File: src/sv/gnos_pkg.sv
// ----------------------------------------------------------------------------
// gnos_pkg
// Shared types and constants for the gradient noise octave sum block:
// item and result structs, power-chain link type, sequencer states, codes.
// ----------------------------------------------------------------------------
package gnos_pkg;

    // Item modes
    localparam logic MODE_LOAD   = 1'b0;
    localparam logic MODE_SAMPLE = 1'b1;

    // Configuration register indexes
    localparam logic [1:0] CFG_OCTAVE_COUNT = 2'd0;
    localparam logic [1:0] CFG_CHUNK_SHIFT  = 2'd1;
    localparam logic [1:0] CFG_PERSISTENCE  = 2'd2;

    // Configuration reset values
    localparam logic [2:0]  OCTAVE_COUNT_RST = 3'd1;
    localparam logic [3:0]  CHUNK_SHIFT_RST  = 4'd4;
    localparam logic [15:0] PERSISTENCE_RST  = 16'd32768;

    // Fixed point: Q0.16 fractions, unity as 17 bits
    localparam int          FRAC_W    = 16;
    localparam logic [16:0] FRAC_ONE  = 17'd65536;

    // Cells in the fade power chain (t^2 .. t^5)
    localparam int POW_CELLS = 4;

    // Widths of the datapath words
    localparam int DOT_W   = 34;
    localparam int LERP_W  = 36;
    localparam int SCALE_W = 38;
    localparam int TOT_W   = 41;

    typedef struct packed {
        logic               mode;
        logic [1:0]         octave_index;
        logic [7:0]         grid_x;
        logic [7:0]         grid_y;
        logic signed [15:0] grad_cos;
        logic signed [15:0] grad_sin;
        logic [11:0]        point_x;
        logic [11:0]        point_y;
    } item_t;

    typedef struct packed {
        logic signed [15:0] noise_value;
        logic [7:0]         gray_level;
        logic               out_of_range;
    } result_t;

    // One link of the power chain: fraction and running power, both lanes
    typedef struct packed {
        logic [15:0] tx;
        logic [15:0] px;
        logic [15:0] ty;
        logic [15:0] py;
    } pow_link_t;

    typedef enum logic [3:0] {
        ST_IDLE,
        ST_LOAD,
        ST_SETUP,
        ST_ROW,
        ST_READ,
        ST_LERP_TOP,
        ST_LERP_BOT,
        ST_LERP_VAL,
        ST_SCALE,
        ST_ACC,
        ST_FINISH
    } state_t;

endpackage

File: src/sv/gnos_pow_cell.sv
// ----------------------------------------------------------------------------
// gnos_pow_cell
// One cell of the fade power chain: multiplies the incoming power by the
// fraction on both lanes and hands fraction and new power to the next cell.
// ----------------------------------------------------------------------------
module gnos_pow_cell (
    input  logic                 clk,
    input  gnos_pkg::pow_link_t  link_in,
    output gnos_pkg::pow_link_t  link_out
);

    logic [31:0]         prod_x;
    logic [31:0]         prod_y;
    gnos_pkg::pow_link_t link_reg;
    gnos_pkg::pow_link_t link_next;

    // Truncated Q0.16 product on each lane
    always_comb
    begin
        prod_x       = link_in.px * link_in.tx;
        prod_y       = link_in.py * link_in.ty;
        link_next.tx = link_in.tx;
        link_next.ty = link_in.ty;
        link_next.px = prod_x[31:16];
        link_next.py = prod_y[31:16];
    end

    // Hand off to the neighbor every cycle
    always_ff @(posedge clk)
    begin
        link_reg <= link_next;
    end

    assign link_out = link_reg;

endmodule

File: src/sv/gnos_fade_chain.sv
// ----------------------------------------------------------------------------
// gnos_fade_chain
// Row of power cells producing t^2..t^5 for both fractions, then the quintic
// fade 6t^5 - 15t^4 + 10t^3 clamped to 0..1. The output settles once the
// fractions have passed through the power cells and the fade register.
// ----------------------------------------------------------------------------
module gnos_fade_chain (
    input  logic        clk,
    input  logic [15:0] tx,
    input  logic [15:0] ty,
    output logic [16:0] fade_u,
    output logic [16:0] fade_v
);

    gnos_pkg::pow_link_t links [gnos_pkg::POW_CELLS+1];
    logic [16:0]         fade_u_reg;
    logic [16:0]         fade_v_reg;

    function automatic logic [16:0] fade_mix(input logic [15:0] t3, input logic [15:0] t4,
                                            input logic [15:0] t5);
        logic signed [21:0] f;
        f = 22'sd6 * $signed({6'd0, t5}) - 22'sd15 * $signed({6'd0, t4})
            + 22'sd10 * $signed({6'd0, t3});
        if (f < 22'sd0)
            return 17'd0;
        else if (f > $signed({5'd0, gnos_pkg::FRAC_ONE}))
            return gnos_pkg::FRAC_ONE;
        else
            return f[16:0];
    endfunction

    // Feed the fraction as both multiplicand and first power
    assign links[0] = '{tx: tx, px: tx, ty: ty, py: ty};

    for (genvar i = 0; i < gnos_pkg::POW_CELLS; i++)
    begin : g_cell
        gnos_pow_cell u_cell (
            .clk      (clk),
            .link_in  (links[i]),
            .link_out (links[i+1])
        );
    end

    // Combine t^3, t^4, t^5 and register
    always_ff @(posedge clk)
    begin
        fade_u_reg <= fade_mix(links[2].px, links[3].px, links[4].px);
        fade_v_reg <= fade_mix(links[2].py, links[3].py, links[4].py);
    end

    assign fade_u = fade_u_reg;
    assign fade_v = fade_v_reg;

endmodule

File: config.mk
export PLATFORM = sky130hd
export DESIGN_NAME = gnos_fade_chain
export DESIGN_NICKNAME = d
export VERILOG_FILES = /design/src/sv/gnos_pkg.sv /design/src/sv/gnos_pow_cell.sv /design/src/sv/gnos_fade_chain.sv
export SDC_FILE = /design/constraint.sdc
export NUM_CORES = 2
export LEC_CHECK = 0
export BUFFER_PORTS_ARGS = -buffer_cell sky130_fd_sc_hd__buf_2
export CAP_MARGIN = 30
export CELL_PAD_IN_SITES_DETAIL_PLACEMENT = 0
export CELL_PAD_IN_SITES_GLOBAL_PLACEMENT = 2
export CORE_MARGIN = 3
export CORE_UTILIZATION = 44
export DETAILED_ROUTE_END_ITERATION = 10
export GPL_ROUTABILITY_DRIVEN = 0
export HOLD_SLACK_MARGIN = 0.06
export PLACE_DENSITY = 0.95
export SYNTH_ARGS = -nofsm -noshare
export SYNTH_HDL_FRONTEND = slang
export SYNTH_SLANG_ARGS = --single-unit
File: constraint.sdc
create_clock -name clk -period 11.7 [get_ports clk]
set_clock_uncertainty 0.2 [all_clocks]
set_input_delay 0.585 -clock clk [delete_from_list [all_inputs] [get_ports clk]]
set_output_delay 0.585 -clock clk [all_outputs]
set_load 0.02 [all_outputs]
# After elaboration in Yosys (flattened, before gate mapping)
# Cells that the tools add are included.
# W data, S select, Z words.
[op_classes]
addsub = 4
n_mul = 14
n_div = 0
n_lt_le_gt_ge = 4
eq_ne = 0
shifts = 0
n_mux = 2
bitwise_logic = 0
reduce_logical = 2
[ops]
columns = ["op", "count"]
rows = [
  ["$mul A16 B16 Y32", 8],
  ["$add A21 B21 Y22", 2],
  ["$gt A22 B18 Y1 const B", 2],
  ["$lt A22 B1 Y1 const B", 2],
  ["$sub A19 B20 Y21", 2],
  ["$mul A4 B16 Y20 const A", 2],
  ["$mul A3 B16 Y19 const A", 2],
  ["$mul A2 B16 Y18 const A", 2],
  ["$mux W17", 2],
  ["$reduce_or A2 Y1", 2],
]
[totals]
ff_bits = 258
latch_bits = 0
mem_bits_rw = 0
rom_bits = 0
inputBits = 33
output_inout_bits = 34
elab_cells = 44
n_memories = 0

# Logic depth before layout (Yosys ltp)
[logic_depth]
ltp_word = 5
depth_mapped = 34
depth_no_buf = 32

# Cells and area by module
# Synthesis repeated with hierarchy kept, for this count alone.
[hier_totals]
cells_unflattened = 8995
hier_area_um2 = 80678.6
[modules_own_cells]
columns = ["mod", "n_inst", "cells_each", "area_per_inst_um2", "seq_area_each_um2"]
rows = [
  ["gnos_pow_cell (g_cell[1].u_cell ...)", 2, 1944, 17673.2, 1281.2],
  ["gnos_pow_cell (g_cell[0].u_cell)", 1, 1934, 17580.6, 1281.2],
  ["gnos_pow_cell (g_cell[3].u_cell)", 1, 1898, 17372.9, 1281.2],
  ["gnos_fade_chain", 1, 1275, 10378.7, 680.7],
]

# Worst setup path before layout
# No wires, ideal clock.
[synth_path]
kind = "register to register"
from = "register g_cell[2].u_cell.link_reg (netlist bit g_cell[2].u_cell.link_out[13])"
to = "register g_cell[3].u_cell.link_reg (netlist bit g_cell[3].u_cell.link_out[15])"
t_arrival_ns = 6.346
required_ns = 11.409
setup_slack_ns = 5.064
path_stages_with_launch = 24
path_buffers = 1
path_cell_list = "dfxtp_1 clkbuf_1 nand2_1 fa_1 inv_1 fa_1 inv_1 fa_1 inv_1 fa_1 inv_1 fa_1 inv_1 fa_1 ha_1 a21oi_1 o21ai_0 or4_1 and3_1 a31o_2 a21oi_2 a211oi_1 or2_1 a311oi_1"
[synth_via]
elab_chain_cells = 1
[synth_rtl]
columns = ["element", "line", "text"]
rows = [
  ["start: declaration", "gnos_pow_cell.sv:14", "gnos_pkg::pow_link_t link_reg;"],
  ["start signal: assignment", "gnos_pow_cell.sv:31", "link_reg <= link_next;"],
  ["$mul A16 B16 Y32", "gnos_pow_cell.sv:21", "prod_y = link_in.py * link_in.ty;"],
  ["net g_cell[3].u_cell.prod_y[31]", "gnos_pow_cell.sv:13", "logic [31:0] prod_y;"],
  ["end signal: assignment", "gnos_pow_cell.sv:31", ""],
  ["end: declaration", "gnos_pow_cell.sv:14", ""],
]
# The timed path passes the listed nets, and every way through them passes these cells.
# A chain may end at the register's enable or synchronous reset.

# Final worst setup path
[layout_path]
from = "register g_cell[2].u_cell.link_reg (netlist bit g_cell[2].u_cell.link_out[9])"
to = "register g_cell[3].u_cell.link_reg (netlist bit g_cell[3].u_cell.link_out[15])"
# The elaborated chain is that of the path after synthesis.

==> reports/summary.txt <==
Outcome: complete, no violations
Clock transition at path regs: 60 ps
Critical path arrival: 7630 ps
Core area: 168200 um^2
Post-synth ARST share: 0%
Synth cell types: 77
CTS Root Cell: clkbuf_16
Setup TNS: 0 ps
Max Clk Rate: 136.0 MHz
Syn nets: 10880
DRC Markers: 0
Worst skew pair latency: 580 ps
CP Class: reg -> reg
H-tree Lvls: 2
GRT overflow: 0
Largest net degree at the start of global routing: 23
Setup crit start kind: register
Met3 Wirelength: 8.569 mm
DR vias/cell: 5.013
Placed Area: 77580 um^2
Vias in the first global route: 57490
CTS tree: yes
Area grow syn2layout: 5.360%
RSZ-0062 raised after global routing: no
First-pass GRT wire length: 296.4 mm
Worst-path fanout max: 18
Total GRT Usage: 20.88%
Layout Utilization: 46.90%
Pre-CTS setup slack: 4241 ps
Maxcap violations: 0
Post-CTS Setup Bufs: 0
Iteration-0 DRC Markers: 2637
Nets@finish: 10810
TritonRoute pass-1 iters: 5
Max-Slew Margin vs Limit: 30.66%
Mapped Avg Cell Area: 9.050 um^2
Post-DP HPWL: 140.3 mm
Total number of vias: 52330
Max FFs per register: 224
DIE AREA: 175100 um^2
# IOs: 67
Data required, critical path: 11980 ps
Post-synth EDFFs: 0
Sequential share of the synthesized area: 6.900%
Top FF cell, synth: dfxtp_1
Initial antenna violation count: 5
Final hold viol count: 0
Design Area, Final: 78870 um^2
Highest metal used: met5
Routed length per instance: 16.84 um
Port-buffer cells: 66
CTS Buffer Depth: 3
WL final: 175.7 mm
Final period util: 62.87%
Post-synthesis instance area: 74860 um^2
DRT met1 WL: 79.77 mm
Share of layout cells above drive strength 1: 2.988%
Die W: 418.5 um
Worst Setup Slack, final: 4345 ps
Row count: 150
Min Clock Period, post-route: 7355 ps
Slew Viols, Final: 0
Crit path capture type: register
Synth Register Bits: 258
Antenna viol nets, final: 0
Mapped Cells: 8272
Post-CTS sizing: 0
HP Class: in -> reg
Final Setup Violations: 0
DIE HEIGHT: 418.5 um
Clk sink count: 258
CTS Buf Count: 36
Worst Tran Pin Value: 1039 ps
Initial Util: 44.52%
Synth warn: 0
Met2 Wirelength: 82.99 mm
[Yosys cell counts (7+ instances only)]
master     count  area share (%)
inv_1       2057              10
fa_1        1580              42
nand2_1     1165             5.8
ha_1         991              17
and2_1       669             5.6
dfxtp_1      258             6.9
clkbuf_1     235             1.2
nor2_1       202             1.0
xnor2_1      174             2.0
a21oi_1      167             1.1
o21ai_0       97            0.65
xor2_1        74            0.87
nor3_1        65            0.43
a21o_1        59            0.59
o21a_1        55            0.55
nand3_1       50            0.33
nor2b_1       46            0.38
nand2b_1      25            0.21
o211ai_1      22            0.22
or2_2         22            0.18
o21bai_1      21            0.21
nand4_1       20            0.17
a211oi_1      18            0.18
and3_1        16            0.13
a21boi_0      12            0.12
a31oi_1       12            0.10
a211o_1       11            0.13
nor4_1         9           0.075
o31ai_1        9           0.090
or3_1          9           0.075
a2111oi_0      7           0.082
[worst paths after layout]
| path | startpoint | to | slack (ps) | depth (start not counted) |
|---|---|---|---|---|
| setup / recovery | g_cell[2].u_cell.link_out[9] | g_cell[3].u_cell.link_out[15] | 4340 | 21 |
| hold / removal | ty[0] | g_cell[0].u_cell.link_out[16] | 140 | 1 |
| setup reg to reg | g_cell[2].u_cell.link_out[9] | g_cell[3].u_cell.link_out[15] | 4340 | 21 |
| hold reg to reg | g_cell[1].u_cell.link_out[31] | g_cell[2].u_cell.link_out[31] | 370 | 1 |
[placed cells by master (no fill, tap or decap), types with 9 or more instances in the layout]
master     netlist  routed
nor2_1         202     202
o21bai_1        21      21
ha_1           991     991
xnor2_1        174     174
o21ai_0         97      97
inv_1         2057    2057
nor3_1          65      65
clkbuf_16        0      37
and3_1          16      16
o211ai_1        22      22
nand4_1         20      20
nand2b_1        25      25
nor4_1           9       9
a211o_1         11      11
nand3_1         50      50
a21oi_1        167     167
a21o_1          59      59
o31ai_1          9       9
nand2_1       1165    1165
dfxtp_1        258     258
and2_1         669     669
or3_1            9       9
o21a_1          55      55
buf_2            1      67
a31oi_1         12      12
or2_2           22      22
fa_1          1580    1580
a211oi_1        18      18
nor2b_1         46      46
xor2_1          74      74
a21boi_0        12      12
buf_4            1      65
[cell families after synthesis]
group	count (synthesis)	synth area share (%)
fa+ha+maj	2571	58.82
simple gates	2323	14.72
buf+inv	2299	11.53
compound gates	570	5.088
flops	258	6.900
xor+xnor	248	2.902
mux	3	0.04346
[area by class of cell]
class                   instances  area (um^2)
diodes                          3        7.507
fillers                     16170        89290
flip-flops and latches        258         5165
multi-input cells            5715        61060
well taps                    2204         2758
repair buffers                138        935.9
inverters                    2057         7721
clock buffers                  43        978.4
clock inverters                21        246.5
[metrics by stage]
step | hold WS [ps] | std cells
after floorplan | 177.3 | 8272
after global placement | 365.1 | 10360
after detailed placement | 369.9 | 10370
after CTS | 91.53 | 10430
after global routing | 109.1 | 10440
final | 137.5 | 10440
[worst max-delay path, cell delays in order (launching register included)]
cell,delay [ps]
dfxtp_1,990
nand2_1,200
fa_1,590
inv_1,50
fa_1,480
inv_1,50
fa_1,490
inv_1,50
fa_1,530
inv_1,50
fa_1,470
inv_1,50
fa_1,440
ha_1,300
a211o_1,280
or4_1,530
and3_1,280
a31o_2,320
a21oi_2,210
a211oi_1,130
or2_1,260
a311oi_1,260
[layer usage]
| layer | GRT usage [%] | vias up |
|---|---|---|
| met4 | 5.263 | 2 |
| met3 | 2.566 | 189 |
| met5 | 0 | - |
| met2 | 35.01 | 1031 |
| met1 | 28.71 | 26600 |
| li1 | - | 24510 |
[what timing repair did]
| item | in CTS | in global routing |
|---|---|---|
| hold endpoints to repair | 3 | 0 |
| endpoints found under the setup margin | 0 | 0 |
| hold buffers | 3 | 0 |
Power is not shown: default switching activity piles up to over one toggle a cycle in this logic, so the estimate is an artifact.
